File: src/rtl/mpbr_pkg.sv
// ----------------------------------------------------------------------------
// mpbr_pkg : shared types and constants for the brake-ramp motor driver
// Command codes, datapath widths and reciprocal constants for the
// divide-by-constant steps.
// ----------------------------------------------------------------------------
`timescale 1ns / 1ps

package mpbr_pkg;

    localparam int VELOCITY_BITS = 16;
    localparam int MAG_BITS      = VELOCITY_BITS + 1;  // |v| incl. most negative value
    localparam int QUO_BITS      = MAG_BITS - 6;       // |v| / 100 fits here
    localparam int TDATA_IN_BITS = ((VELOCITY_BITS + 7) / 8) * 8;
    localparam int TDATA_OUT_BITS = 16;                // duty, two pin bits and braking flag, byte padded
    localparam int DUTY_BITS     = 8;
    localparam int PERIOD_BITS   = 6;
    localparam int REM_BITS      = 7;

    // Command codes carried on tuser
    localparam logic [1:0] OP_SET  = 2'd0;
    localparam logic [1:0] OP_STOP = 2'd1;
    localparam logic [1:0] OP_TICK = 2'd2;

    // x / 100 by reciprocal; shift chosen so the error stays below one
    // hundredth over the whole magnitude range
    localparam int    DIV100_SHIFT = MAG_BITS + 7;
    localparam int    DIV100_BITS  = DIV100_SHIFT - 6;
    localparam longint DIV100_MULT = ((64'd1 << DIV100_SHIFT) + 64'd99) / 64'd100;
    localparam int    DIV100_PROD  = MAG_BITS + DIV100_BITS;

    // (r * 255) / 100 for r < 100
    localparam int    DUTY_SHIFT = 22;
    localparam longint DUTY_MULT = ((64'd1 << DUTY_SHIFT) + 64'd99) / 64'd100;

    // n / 5 for n < 260
    localparam int RECIP5_MULT  = 205;
    localparam int RECIP5_SHIFT = 10;

    // Registered command, as handed from the input stage to the control stage
    typedef struct packed {
        logic [1:0]             op;
        logic                   fwd;
        logic [MAG_BITS-1:0]    mag;
        logic [QUO_BITS-1:0]    quo;
        logic [PERIOD_BITS-1:0] period;
    } front_t;

endpackage

File: src/rtl/mpbr_front.sv
// ----------------------------------------------------------------------------
// mpbr_front : input register stage
// Takes a command, forms |v|, the direction, |v| / 100 and the ramp step
// period, and holds them for the control stage.
// ----------------------------------------------------------------------------
`timescale 1ns / 1ps

module mpbr_front (
    input  logic                              aclk,
    input  logic                              aresetn,
    input  logic                              s_tvalid,
    output logic                              s_tready,
    input  logic [mpbr_pkg::TDATA_IN_BITS-1:0] s_tdata,
    input  logic [1:0]                        s_tuser,
    input  logic                              take,
    output logic                              cmd_valid,
    output mpbr_pkg::front_t                  cmd
);
    import mpbr_pkg::*;

    logic                         valid_reg;
    front_t                       cmd_reg;
    front_t                       cmd_next;
    logic signed [VELOCITY_BITS-1:0] vel;
    logic [MAG_BITS-1:0]          vel_ext;
    logic [DIV100_PROD-1:0]       quo_prod;
    logic [7:0]                   mag_sat;
    logic [8:0]                   ceil5_arg;
    logic [16:0]                  ceil5_prod;
    logic [PERIOD_BITS-1:0]       ceil5;
    logic [PERIOD_BITS-1:0]       period;

    assign s_tready = !valid_reg || take;

    assign vel     = s_tdata[VELOCITY_BITS-1:0];
    assign vel_ext = {vel[VELOCITY_BITS-1], vel};

    // floor(|v| / 100) by reciprocal multiply
    assign quo_prod = DIV100_PROD'(cmd_next.mag) * DIV100_PROD'(DIV100_MULT);

    // Step period: only small magnitudes matter, all above 135 clamp to 1
    assign mag_sat    = (cmd_next.mag > MAG_BITS'(255)) ? 8'd255 : cmd_next.mag[7:0];
    assign ceil5_arg  = {1'b0, mag_sat} + 9'd4;
    assign ceil5_prod = 17'(ceil5_arg) * 17'(RECIP5_MULT);
    assign ceil5      = ceil5_prod[RECIP5_SHIFT +: PERIOD_BITS];

    always_comb begin
        if (mag_sat < 8'd20) begin
            period = PERIOD_BITS'(2);
        end else if (mag_sat <= 8'd30) begin
            period = mag_sat[PERIOD_BITS-1:0];
        end else if (mag_sat < 8'd65) begin
            period = PERIOD_BITS'(48) - PERIOD_BITS'((9'(mag_sat) + 9'd1) >> 1);
        end else if (ceil5 < PERIOD_BITS'(28)) begin
            period = PERIOD_BITS'(28) - ceil5;
        end else begin
            period = PERIOD_BITS'(1);
        end
    end

    always_comb begin
        cmd_next.op     = s_tuser;
        cmd_next.fwd    = !vel[VELOCITY_BITS-1] && (vel != '0);
        cmd_next.mag    = vel[VELOCITY_BITS-1] ? (~vel_ext + MAG_BITS'(1)) : vel_ext;
        cmd_next.quo    = quo_prod[DIV100_SHIFT +: QUO_BITS];
        cmd_next.period = period;
    end

    always_ff @(posedge aclk) begin
        if (!aresetn) begin
            valid_reg <= 1'b0;
        end else if (s_tready) begin
            valid_reg <= s_tvalid;
        end
    end

    always_ff @(posedge aclk) begin
        if (s_tready && s_tvalid) begin
            cmd_reg <= cmd_next;
        end
    end

    assign cmd_valid = valid_reg;
    assign cmd       = cmd_reg;

endmodule

File: src/rtl/mpbr_ctrl.sv
// ----------------------------------------------------------------------------
// mpbr_ctrl : bridge state, braking ramp and result register
// Applies one registered command to the driver state and registers the
// resulting duty, bridge levels and braking flag.
// ----------------------------------------------------------------------------
`timescale 1ns / 1ps

module mpbr_ctrl (
    input  logic                               aclk,
    input  logic                               aresetn,
    input  logic                               cmd_valid,
    input  mpbr_pkg::front_t                   cmd,
    output logic                               take,
    output logic                               m_tvalid,
    input  logic                               m_tready,
    output logic [mpbr_pkg::TDATA_OUT_BITS-1:0] m_tdata
);
    import mpbr_pkg::*;

    // stored velocity, kept as its start duty, period and direction
    logic [DUTY_BITS-1:0]   spd_duty_reg,   spd_duty_next;
    logic [PERIOD_BITS-1:0] spd_period_reg, spd_period_next;
    logic                   spd_fwd_reg,    spd_fwd_next;
    // driven outputs and ramp
    logic [DUTY_BITS-1:0]   duty_reg,   duty_next;
    logic [1:0]             pins_reg,   pins_next;     // bit0 drive_a, bit1 drive_b
    logic                   active_reg, active_next;
    logic [DUTY_BITS-1:0]   level_reg,  level_next;
    logic [PERIOD_BITS-1:0] period_reg, period_next;
    logic [PERIOD_BITS-1:0] tick_reg,   tick_next;
    logic                   out_valid_reg;
    logic [TDATA_OUT_BITS-1:0] out_data_reg;

    logic [MAG_BITS-1:0]    rem_wide;
    logic [MAG_BITS-1:0]    rem_fix;
    logic [REM_BITS-1:0]    rem;
    logic [14:0]            duty_num;
    logic [30:0]            duty_prod;
    logic [DUTY_BITS-1:0]   duty_new;
    logic [PERIOD_BITS-1:0] tick_inc;

    assign take = !out_valid_reg || m_tready;

    // |v| mod 100, quotient comes in already formed
    assign rem_wide = cmd.mag - MAG_BITS'(MAG_BITS'(cmd.quo) * MAG_BITS'(100));
    assign rem_fix  = (rem_wide >= MAG_BITS'(100)) ? rem_wide - MAG_BITS'(100) : rem_wide;
    assign rem      = rem_fix[REM_BITS-1:0];

    // duty = floor(rem * 255 / 100)
    assign duty_num  = {rem, 8'd0} - 15'(rem);
    assign duty_prod = 31'(duty_num) * 31'(DUTY_MULT);
    assign duty_new  = duty_prod[DUTY_SHIFT +: DUTY_BITS];

    assign tick_inc = tick_reg + PERIOD_BITS'(1);

    always_comb begin
        spd_duty_next   = spd_duty_reg;
        spd_period_next = spd_period_reg;
        spd_fwd_next    = spd_fwd_reg;
        duty_next       = duty_reg;
        pins_next       = pins_reg;
        active_next     = active_reg;
        level_next      = level_reg;
        period_next     = period_reg;
        tick_next       = tick_reg;
        case (cmd.op)
            OP_SET: begin
                if (!active_reg) begin
                    spd_duty_next   = duty_new;
                    spd_period_next = cmd.period;
                    spd_fwd_next    = cmd.fwd;
                    duty_next       = duty_new;
                    pins_next       = {cmd.fwd, !cmd.fwd};
                end
            end
            OP_STOP: begin
                if (!active_reg) begin
                    if (spd_duty_reg == '0) begin
                        spd_fwd_next = 1'b0;       // velocity cleared, pins left alone
                    end else begin
                        active_next = 1'b1;
                        level_next  = spd_duty_reg - DUTY_BITS'(1);
                        duty_next   = spd_duty_reg - DUTY_BITS'(1);
                        pins_next   = {!spd_fwd_reg, spd_fwd_reg};
                        period_next = spd_period_reg;
                        tick_next   = '0;
                    end
                end
            end
            OP_TICK: begin
                if (active_reg) begin
                    if (tick_inc >= period_reg) begin
                        tick_next = '0;
                        if (level_reg == '0) begin
                            active_next   = 1'b0;
                            spd_duty_next = '0;
                            spd_fwd_next  = 1'b0;
                        end else begin
                            level_next = level_reg - DUTY_BITS'(1);
                            duty_next  = level_reg - DUTY_BITS'(1);
                        end
                    end else begin
                        tick_next = tick_inc;
                    end
                end
            end
            default: begin
            end
        endcase
    end

    always_ff @(posedge aclk) begin
        if (!aresetn) begin
            spd_duty_reg   <= '0;
            spd_period_reg <= '0;
            spd_fwd_reg    <= 1'b0;
            duty_reg       <= '0;
            pins_reg       <= '0;
            active_reg     <= 1'b0;
            level_reg      <= '0;
            period_reg     <= '0;
            tick_reg       <= '0;
            out_valid_reg  <= 1'b0;
        end else if (take) begin
            out_valid_reg <= cmd_valid;
            if (cmd_valid) begin
                spd_duty_reg   <= spd_duty_next;
                spd_period_reg <= spd_period_next;
                spd_fwd_reg    <= spd_fwd_next;
                duty_reg       <= duty_next;
                pins_reg       <= pins_next;
                active_reg     <= active_next;
                level_reg      <= level_next;
                period_reg     <= period_next;
                tick_reg       <= tick_next;
            end
        end
    end

    always_ff @(posedge aclk) begin
        if (take && cmd_valid) begin
            out_data_reg <= TDATA_OUT_BITS'({active_next, pins_next[1], pins_next[0], duty_next});
        end
    end

    assign m_tvalid = out_valid_reg;
    assign m_tdata  = out_data_reg;

`ifndef ASSERT_OFF
    a_ramp_duty: assert property (@(posedge aclk) disable iff (!aresetn)
        active_reg |-> (duty_reg == level_reg))
        else $error("ramp duty differs from ramp level");

    a_ramp_pins: assert property (@(posedge aclk) disable iff (!aresetn)
        active_reg |-> $onehot(pins_reg))
        else $error("bridge not driven one-sided during ramp");

    a_ramp_tick: assert property (@(posedge aclk) disable iff (!aresetn)
        active_reg |-> ((period_reg != '0) && (tick_reg < period_reg)))
        else $error("ramp tick count out of range");

    a_ramp_end: assert property (@(posedge aclk) disable iff (!aresetn)
        $fell(active_reg) |-> ((duty_reg == '0) && (spd_duty_reg == '0)))
        else $error("ramp ended with duty or velocity left");
`endif

endmodule

File: src/rtl/motor_pwm_brake_ramp_core.sv
// ----------------------------------------------------------------------------
// motor_pwm_brake_ramp_core : H-bridge PWM driver with braking ramp
// Set stores a velocity and drives duty and bridge direction, but is ignored
// during a ramp; stop runs a reversed-bridge ramp down to zero, stepped by millisecond tick commands.
// ----------------------------------------------------------------------------
//
//  channel | dir | tdata (lsb up)                       | tuser
//  --------+-----+--------------------------------------+-------------------
//  s_      | in  | velocity[15:0] signed                | op[1:0]
//  m_      | out | duty[7:0] drive_a drive_b braking, 0 | -
//
//  Each command gives one result transaction showing the state after it.
//  A command passes the input register, then the state update into the result
//  register; one transaction per cycle sustained while m_tready is high, limited by
//  the single state-update stage.
//  aresetn (synchronous, active low) clears both stages and all driver state.
//  m_tready low holds the result; if the input register is empty one more
//  command is still taken into it, otherwise s_tready drops in the same cycle.
//
`timescale 1ns / 1ps

module motor_pwm_brake_ramp_core (
    input  logic                                aclk,
    input  logic                                aresetn,
    // command channel
    input  logic                                s_tvalid,
    output logic                                s_tready,
    input  logic [mpbr_pkg::TDATA_IN_BITS-1:0]  s_tdata,   // velocity
    input  logic [1:0]                          s_tuser,   // op
    // result channel
    output logic                                m_tvalid,
    input  logic                                m_tready,
    output logic [mpbr_pkg::TDATA_OUT_BITS-1:0] m_tdata    // duty, drive_a, drive_b, braking
);
    import mpbr_pkg::*;

    logic   take;        // control stage can absorb the held command
    logic   cmd_valid;
    front_t cmd;

    // Input register: magnitude, direction, /100 quotient, ramp period
    mpbr_front u_front (
        .aclk      (aclk),
        .aresetn   (aresetn),
        .s_tvalid  (s_tvalid),
        .s_tready  (s_tready),
        .s_tdata   (s_tdata),
        .s_tuser   (s_tuser),
        .take      (take),
        .cmd_valid (cmd_valid),
        .cmd       (cmd)
    );

    // Driver state, ramp sequencing and result register
    mpbr_ctrl u_ctrl (
        .aclk      (aclk),
        .aresetn   (aresetn),
        .cmd_valid (cmd_valid),
        .cmd       (cmd),
        .take      (take),
        .m_tvalid  (m_tvalid),
        .m_tready  (m_tready),
        .m_tdata   (m_tdata)
    );

endmodule
File: config.mk
export PLATFORM = sky130hd
export DESIGN_NAME = motor_pwm_brake_ramp_core
export DESIGN_NICKNAME = d
export VERILOG_FILES = /design/src/rtl/mpbr_pkg.sv /design/src/rtl/mpbr_front.sv /design/src/rtl/mpbr_ctrl.sv /design/src/rtl/motor_pwm_brake_ramp_core.sv
export SDC_FILE = /design/constraint.sdc
export NUM_CORES = 1
export LEC_CHECK = 0
export BUFFER_PORTS_ARGS = -buffer_cell sky130_fd_sc_hd__buf_4
export CAP_MARGIN = 20
export CORE_MARGIN = 4
export CORE_UTILIZATION = 55
export CTS_CLUSTER_DIAMETER = 100
export DETAILED_ROUTE_END_ITERATION = 7
export PLACE_DENSITY_LB_ADDON = 0.3
export SYNTH_ARGS = -nofsm -noshare
export SYNTH_HDL_FRONTEND = slang
export SYNTH_SLANG_ARGS = --single-unit
export TNS_END_PERCENT = 5
File: constraint.sdc
create_clock -name aclk -period 14.52 [get_ports aclk]
set_clock_uncertainty 0.2 [all_clocks]
set_input_delay 0 -clock aclk [delete_from_list [all_inputs] [get_ports aclk]]
set_output_delay 0 -clock aclk [all_outputs]
set_load 0.01 [all_outputs]
* After elaboration in Yosys (flattened, before gate mapping)
Index checks and enable logic that the tools add are counted.
Storage, ports and cells: input port bits 22, memories 0, latch bits 0, bits in writable memories 0, memory bits (read-only) 0, register bits 96
Operators by class: add/sub/neg operators 11, equal/unequal tests 10, order comparisons 7, reductions and logical operators 24, mux-type cells 46, bitwise operators 3, divide/modulo/power cells 0, multipliers 4, shifts and indexed selects 0
Operators with widths (number):
- two-way mux 8 bit | 16
- two-way mux 6 bit | 7
- multiplier 17 x 18 -> 35 bit, second input constant | 1
- one-hot mux 8 bit (2 select lines) | 2
- multiplier 15 x 13 -> 27 bit, second input constant | 1
- one-hot mux 8 bit (3 select lines) | 1
- adder 17 x 1 -> 17 bit, second input constant | 1
- >= comparator 17 x 7 -> 1 bit, second input constant | 1
- greater-than comparator 17 x 8 -> 1 bit, second input constant | 1
- two-way mux 17 bit | 1
- inverter 17 bit | 1
- subtractor 17 bit | 1
- zero test 8 bit | 2
- multiplier 9 x 8 -> 16 bit, second input constant | 1
- nonzero test 16 bit | 1
- subtractor 8 x 1 -> 8 bit, second input constant | 2
- multiplier 11 x 5 -> 15 bit, second input constant | 1
- subtractor 15 x 7 -> 15 bit | 1
- one-hot mux 6 bit (2 select lines) | 1
- two-way mux 1 bit | 11
- adder 8 x 3 -> 9 bit, second input constant | 1
- AND reduction 9 bit | 1
- <= comparator 8 x 5 -> 1 bit, second input constant | 1
- < comparator 8 x 5 -> 1 bit, second input constant | 1
- 30 further kinds | 47

* Depth between registers and ports, before layout
Gate-level depths: netlist of run 1.
depth in word-level cells 11, depth in mapped cells 46, mapped depth without buffers 45

* By module
A second synthesis of run 1 with hierarchy kept.
Unflattened totals: cells, all modules 1932, area, all modules 17800.8 sq um
Modules (own cells, without submodules):
- mpbr_ctrl | seq. area each 1271.2 sq um, cells an instance 1066, area each 8971.1 sq um, times used 1
- mpbr_front | seq. area each 1131.1 sq um, cells an instance 866, area each 8829.7 sq um, times used 1

* Least setup slack after synthesis of run 1
No wires, ideal clock.
kind register to register, start reg u_front.cmd_reg, in the netlist u_front.cmd[8], end reg u_ctrl.out_data_reg[5], in the netlist u_ctrl.m_tdata[5] (data pin), cell stages (with the launch flop) 41, data required time 14.050 ns, arrival 9.918 ns, buffers on the path 0, path slack 4.132 ns, cells stage by stage edfxtp_1 ha_1 ha_1 fa_1 ha_1 a21oi_1 o21bai_1 a21oi_1 xnor2_1 ha_1 o21a_1 a21oi_1 o31a_1 o21bai_1 xor2_1 nor4_2 a31oi_1 xnor2_1 [5 not listed] fa_1 inv_1 ha_1 fa_1 fa_1 inv_1 fa_1 inv_1 ha_1 a21o_1 a21o_1 a21oi_1 o21ai_0 a311oi_1 a21oi_1 xor2_1 a221oi_1 a21oi_1
On the way: cells in the longest elaborated chain, start to end 8
Ends and longest elaborated chain:
- start: declaration | line mpbr_front.sv:22 | front_t cmd_reg;
- start signal: assignment | line mpbr_front.sv:79 | cmd_reg <= cmd_next;
- multiplier 11 x 5 -> 15 bit (*) | line mpbr_ctrl.sv:45 | assign rem_wide = cmd.mag - MAG_BITS'(MAG_BITS'(cmd.quo) * MAG_BITS'(100));
- subtractor 17 bit (*) | line mpbr_ctrl.sv:45
- >= comparator 17 x 7 -> 1 bit / subtractor 7 bit (equally long branches) | line mpbr_ctrl.sv:46 | assign rem_fix = (rem_wide >= MAG_BITS'(100)) ? rem_wide - MAG_BITS'(100) : rem_wide;
- two-way mux 7 bit (*) | line mpbr_ctrl.sv:46
- subtractor 15 x 7 -> 15 bit (*) | line mpbr_ctrl.sv:50 | assign duty_num = {rem, 8'd0} - 15'(rem);
- multiplier 15 x 13 -> 27 bit (*) | line mpbr_ctrl.sv:51 | assign duty_prod = 31'(duty_num) * 31'(DUTY_MULT);
- two-way mux 8 bit (*) | line mpbr_ctrl.sv:68 | if (!active_reg) begin
- one-hot mux 8 bit (3 select lines) (*) | line mpbr_ctrl.sv:66 | case (cmd.op)
- via u_ctrl.duty_next[5] | line mpbr_ctrl.sv:25 | logic [DUTY_BITS-1:0] duty_reg, duty_next;
- end signal: assignment | line mpbr_ctrl.sv:142 | out_data_reg <= TDATA_OUT_BITS'({active_next, pins_next[1], pins_next[0], duty_next});
- end: declaration | line mpbr_ctrl.sv:32 | logic [TDATA_OUT_BITS-1:0] out_data_reg;
The timed path passes the listed nets; every way through them passes the cells marked *. A chain may end at the register's enable or synchronous reset.

* Worst setup path after layout of run 1
start reg u_front.cmd_reg, in the netlist u_front.cmd[8], end reg u_ctrl.out_data_reg[6], in the netlist u_ctrl.m_tdata[6] (data pin)
Same word-level chain as after synthesis.

==> results of run 1 <==
worst max-delay path: cells and delay by family, from the launching register on:
| family | cells | cell delay (ns) |
|---|---|---|
| adder cells (fa/ha/maj) | 11 | 4.41 |
| AO/OA/AOI/OAI | 18 | 3.97 |
| AND/OR/NAND/NOR | 5 | 1.81 |
| flip-flops | 1 | 0.43 |
| XOR/XNOR | 2 | 0.35 |
| buffers and inverters | 4 | 0.33 |
per-stage QoR:
stage	instance area, sq um	cells	setup slack, ns
after global routing	19000	2427	1.88
after detailed placement	18600	2395	2.84
after floorplan	17900	1950	4.13
after global placement	18600	2395	3.26
final	19000	2427	2.76
after CTS	19000	2426	2.77
cell type report:
class	count	area, sq um	share of cell area
diodes	1	2.50	0.000131
clock buffers	10	250	0.0131
clock inverters	6	60.1	0.00315
inverters	434	1630	0.0855
multi-input cells	1386	13700	0.718
flip-flops and latches	96	2400	0.126
well taps	435	544	0.0286
repair buffers	59	480	0.0252
metal layers:
layer	track usage	vias to the layer above	wire (um)
met5	0	-	0
met4	0.0644	0	858
met3	0.0255	60	1540
met2	0.412	287	19800
met1	0.303	6548	17800
li1	-	6532	-
how the worst max path moves through the flow:
stage	startpoint	end	slack, ns	cells past startpoint
2_1_floorplan	u_front.cmd[8]$_DFFE_PP_	u_ctrl.m_tdata[5]$_DFFE_PP_	4.13	40
3_3_place_gp	u_front.cmd[7]$_DFFE_PP_	u_ctrl.m_tdata[5]$_DFFE_PP_	3.26	39
3_5_place_dp	u_front.cmd[8]$_DFFE_PP_	u_ctrl.m_tdata[6]$_DFFE_PP_	2.84	40
4_1_cts	u_front.cmd[8]$_DFFE_PP_	u_ctrl.m_tdata[6]$_DFFE_PP_	2.77	40
5_1_grt	u_front.cmd[8]$_DFFE_PP_	u_ctrl.m_tdata[5]$_DFFE_PP_	1.88	39
6_report	u_front.cmd[8]$_DFFE_PP_	u_ctrl.m_tdata[6]$_DFFE_PP_	2.76	40
placed cells by master, fill, tap and decap left out, types with 10 or more instances in the layout:
cell	instances
a211oi_1	14
inv_1	431
nand2_1	94
nor2b_1	23
xor2_1	30
clkbuf_16	10
mux2i_1	13
nor3_1	30
a21oi_1	77
o21a_1	17
dlygate4sd3_1	15
dfxtp_1	48
nand2b_1	15
nand3_1	24
ha_1	363
edfxtp_1	48
or3_1	14
or2_2	10
conb_1	15
buf_4	44
a31oi_1	11
a21boi_0	20
a21o_1	21
xnor2_1	64
and2_1	15
nor3b_1	10
o21ai_0	81
fa_1	197
nor2_1	78
logic make-up (layout without fill, tap and decap cells):
logic type,after synthesis,after routing,synth area share
and+or+nand+nor,355,355,0.102
DFF,96,96,0.135
AOI/OAI and AO/OA,345,345,0.130
buffers and inverters,468,509,0.101
adders and majority gates,561,561,0.476
xor gates and xnor gates,95,95,0.0471
muxes,15,15,0.00856
other,2,16,0.000421
==> results.tsv, run 1 <==
stage	metric	value	unit
placed_design	dpl.hpwl	33500	um
clock_network	cts_htree_levels	3	
yosys	synth_common_cells	431 x inv_1, 363 x ha_1, 197 x fa_1	
timing	holdWs	0.0168	ns
placed_design	io_buffers	34	
yosys	yosysTopAreaCell	ha_1	
cells_and_area	fin_nets	2568	
setup_path	r2r-start	u_front.cmd[8]$_DFFE_PP_	
cells_and_area	largest_register_ffs	37	
yosys	synth_flop_cell	edfxtp_1	
clock_network	cts_setup_buffers	0	
yosys	async_flop_share	0	
routing	routed_wl	40000	um
routing	drtIter0Drc	757	
clock_network	path_clk_slew	0.08	ns
worst_hold_path	hold_class	primary input to register	
timing	slew_viol_final	0	
clock_network	clock_sinks	96	
yosys	synth_edf_count	48	
global_routing	grt_max_degree	46	
timing	min_period	11.76	ns
yosys	ys_warn_count	0	
global_routing	grt_use_total	0.233	
setup_path	end_kind	register	
timing	rsz0062_at_grt	no	
setup_path	worst_ep_arrival_time	11.66	ns
die	row_count	65	
worst_hold_path	holdPathEnd	u_front.cmd[29]$_DFFE_PP_	
timing	setup_violations	0	
yosys	synth_seq_cells	96	
global_routing	grt_overflow_total	0	
timing	worstMarginPinSlew	0.987	ns
setup_path	start_kind	register	
clock_network	cts_tree	built	
clock_network	root_buffer	clkbuf_16	
cells_and_area	finalCoreUtilization	0.599	
setup_path	r2r_end	u_ctrl.m_tdata[6]$_DFFE_PP_	
die	fp.dieW	188	um
yosys	synth_most_common_cell	inv_1	
routing	vias_per_cell	5.53	
die	core_area	0.0318	sq mm
clock_network	hold_buffers	15	
yosys	synth_area_leaders	ha_1 25%, fa_1 22%, inv_1 9.1%	
clock_network	clk_path_buf_depth	2	
die	die_height	188	um
routing	drt_first_pass_iters	5	
routing	wire_per_inst	16.5	um
global_routing	grt_pass1_vias	14100	
yosys	yosysUniqueCellTypes	88	
placed_design	gp_congestion	0.937	
outcome	status	completed	
setup_path	crit_required	14.42	ns
setup_path	path_class	register to register	
yosys	syn_area	0.0178	sq mm
yosys	ys_seq_area_frac	0.135	
timing	fmax	0.0851	GHz
job	cap_violations	0	
die	start_util	0.561	
routing	postRouteAntennaNets	0	
setup_path	worstPathMaxFanout	14	
timing	hold_violations	0	
clock_network	numCtsBuffers	9	
global_routing	antenna_found_initial	1	
yosys	synth.top_cell.area_share	0.255	
die	fp.dieArea	0.0354	sq mm
timing	setup_tns	0	ns
cells_and_area	drive_above_1_share	0.0512	
yosys	avgSynthCellArea	9.21	sq um
setup_path	max_stage_delay	0.62	ns
setup_path	slowest_stage	nor2b_1	
timing	relSlewSlack	0.340	
cells_and_area	nFillCells	2723	
routing	vias	13400	
clock_network	clock_latency	0.37	ns
global_routing	grt_pass1_wl	68200	um
worst_hold_path	min-delay-start	s_tdata[12]	
setup_path	critPathMostFrequentCell	ha_1	
routing	drc	0	
yosys	syn_inst	1937	
timing	fin_crit_sh	0.810	
die	io-pin-count	40	
clock_network	cts.repair.resized	0	
worst_hold_path	worstHoldPathCells	3	
cells_and_area	area_growth	6.80	%
setup_path	rr_worst_depth	40	
setup_path	rrSetupSlack	2.76	ns
Power of run 1 is not shown: default switching activity piles up to over one toggle a cycle in this logic, so the estimate is an artifact.
==> inputs of run 2 (changes only) <==
- clock period: 14.52 -> 11.9 ns (I/O delays scaled with it)
==> run 2 against run 1 <==
Worst hold slack better by 0.0036 ns. Non-clock buffer count up 2. Maximum frequency up 5.8%. Final cell count about the same. Die area unchanged. Design area up 0.36%. Critical endpoint is now u_ctrl.m_tdata[5]$_DFFE_PP_. Sequential share of layout area about the same. Largest cell class unchanged. Utilization up 0.22 points. Setup slack worse by 2.0 ns. Global-route usage down 0.089 points.
==> results.tsv, run 2 (synthesized netlist as in run 1, its figures left out) <==
stage	metric	value	unit	change
outcome	status	completed		
timing	slew_viol_final	0		unchanged
timing	min_period	11.11	ns	-0.643 ns
timing	setup_tns	0	ns	unchanged
cells_and_area	largest_register_ffs	37		unchanged
clock_network	cts_tree	built		
setup_path	worstPathMaxFanout	5		-9
cells_and_area	finalCoreUtilization	0.601		+0.00216
placed_design	placedCellCount	2398		+0.13%
setup_path	r2r-start	u_front.cmd[7]$_DFFE_PP_		
routing	wire_per_inst	16.2	um	-1.5%
setup_path	max_stage_delay	0.56	ns	-0.06 ns
setup_path	rrSetupSlack	0.79	ns	-1.98 ns
die	start_util	0.561		unchanged
die	io-pin-count	40		unchanged
clock_network	clock_latency	0.35	ns	-0.02 ns
clock_network	numCtsBuffers	9		unchanged
clock_network	clk_path_buf_depth	2		unchanged
cells_and_area	area_growth	7.19	%	
routing	drt_first_pass_iters	5		unchanged
global_routing	grt_use_total	0.232		-0.000895
routing	vias	13200		-1.3%
worst_hold_path	min-delay-start	s_tdata[2]		
cells_and_area	fin_cells	2429		+0.082%
die	fp.dieW	188	um	unchanged
job	cap_violations	0		unchanged
routing	routed_wl	39400	um	-1.4%
routing	postRouteAntennaNets	0		unchanged
die	core_area	0.0318	sq mm	unchanged
setup_path	worst_ep_arrival_time	11.00	ns	-0.66 ns
placed_design	gp_congestion	0.934		-0.32%
setup_path	critPathMostFrequentCell	ha_1		
cells_and_area	seq_area	0.00240	sq mm	unchanged
routing	drc	0		unchanged
timing	fin_crit_sh	0.934		+0.124
cells_and_area	layout_common_cells	431 x inv_1, 363 x ha_1, 197 x fa_1		
global_routing	antenna_found_initial	1		unchanged
placed_design	dpl.hpwl	33000	um	-1.4%
global_routing	grt_pass1_vias	13800		-1.8%
global_routing	grt_max_degree	46		unchanged
cells_and_area	multi_input_area	0.0137	sq mm	+0.27%
routing	drtIter0Drc	605		-20%
setup_path	crit_required	11.79	ns	-2.63 ns
timing	relSlewSlack	0.354		+0.0138
clock_network	root_buffer	clkbuf_16		
routing	vias_per_cell	5.45		-1.4%
cells_and_area	fin_nets	2570		+0.078%
timing	fmax	0.0900	GHz	+5.8%
cells_and_area	final_common_cell	inv_1		
setup_path	slowest_stage	fa_1		
placed_design	post_dp_cell_area	0.0186	sq mm	+0.12%
cells_and_area	fin_area	0.0191	sq mm	+0.36%
timing	hold_violations	0		unchanged
global_routing	grt_pass1_wl	67700	um	-0.73%
cells_and_area	drive_above_1_share	0.0542		+0.00296
clock_network	cts_htree_levels	3		unchanged
die	die_height	188	um	unchanged
setup_path	path_class	register to register		
die	row_count	65		unchanged
cells_and_area	nFillCells	2743		+0.73%
worst_hold_path	hold_class	primary input to register		
setup_path	critPathLaunch	u_front.cmd[7]$_DFFE_PP_		
die	fp.dieArea	0.0354	sq mm	unchanged
clock_network	clock_sinks	96		unchanged
clock_network	path_clk_slew	0.07	ns	about the same
setup_path	start_kind	register		
timing	setup_violations	0		unchanged
timing	rsz0062_at_grt	no		
setup_path	end_kind	register		
global_routing	grt_overflow_total	0		unchanged
placed_design	io_buffers	34		unchanged
timing	worstMarginPinSlew	0.962	ns	-0.0255 ns
run 2: worst max-delay path: cells and delay by family (launching register included):
kind                     cells  cell delay, ns
AO/OA/AOI/OAI               16            3.70
XOR/XNOR                     4            0.89
adder cells (fa/ha/maj)     11            4.32
buffers and inverters        5            0.44
flip-flops                   1            0.44
AND/OR/NAND/NOR              3            0.83
run 2: worst paths after layout:
kind / cells past startpoint / end
setup / recovery: 39 / u_ctrl.m_tdata[5]$_DFFE_PP_
hold / removal: 3 / u_front.cmd[19]$_DFFE_PP_
setup reg to reg: 39 / u_ctrl.m_tdata[5]$_DFFE_PP_
hold reg to reg: 2 / u_ctrl.period_reg[5]$_SDFFE_PN0P_
run 2: cell type report:
type | count | area share
antenna | 1 | 0.000131
clock buffer | 11 | 0.0138
clock inverter | 5 | 0.00347
inverter | 434 | 0.0852
multi-input combinational | 1386 | 0.717
sequential | 96 | 0.126
tap | 435 | 0.0285
timing repair buffer | 61 | 0.0258
run 2: repair_timing:
item,4_1_cts,5_1_grt
setup buffers,0,0
endpoints found under the hold margin,47,0
hold buffers,14,0
endpoints found under the setup margin,0,13
resized for setup,0,5
run 2: per-layer routing:
layer  wire [um]  global-route usage  vias to the layer above
li1            -                   -                     6521
met1       17500               0.314                     6372
met2       19200               0.394                      296
met3        1690              0.0235                       60
met4         956              0.0709                        0
met5           0                   0                        -
run 2: through the flow:
stage          hold slack, ns  setup slack, ns
4_1_cts               0.00306            0.463
3_5_place_dp          -0.0183            0.538
5_1_grt                0.0283           0.0533
6_report               0.0204            0.788
3_3_place_gp          -0.0204            0.941
2_1_floorplan          -0.101             1.51
Power of run 2 is left out for the same reason.
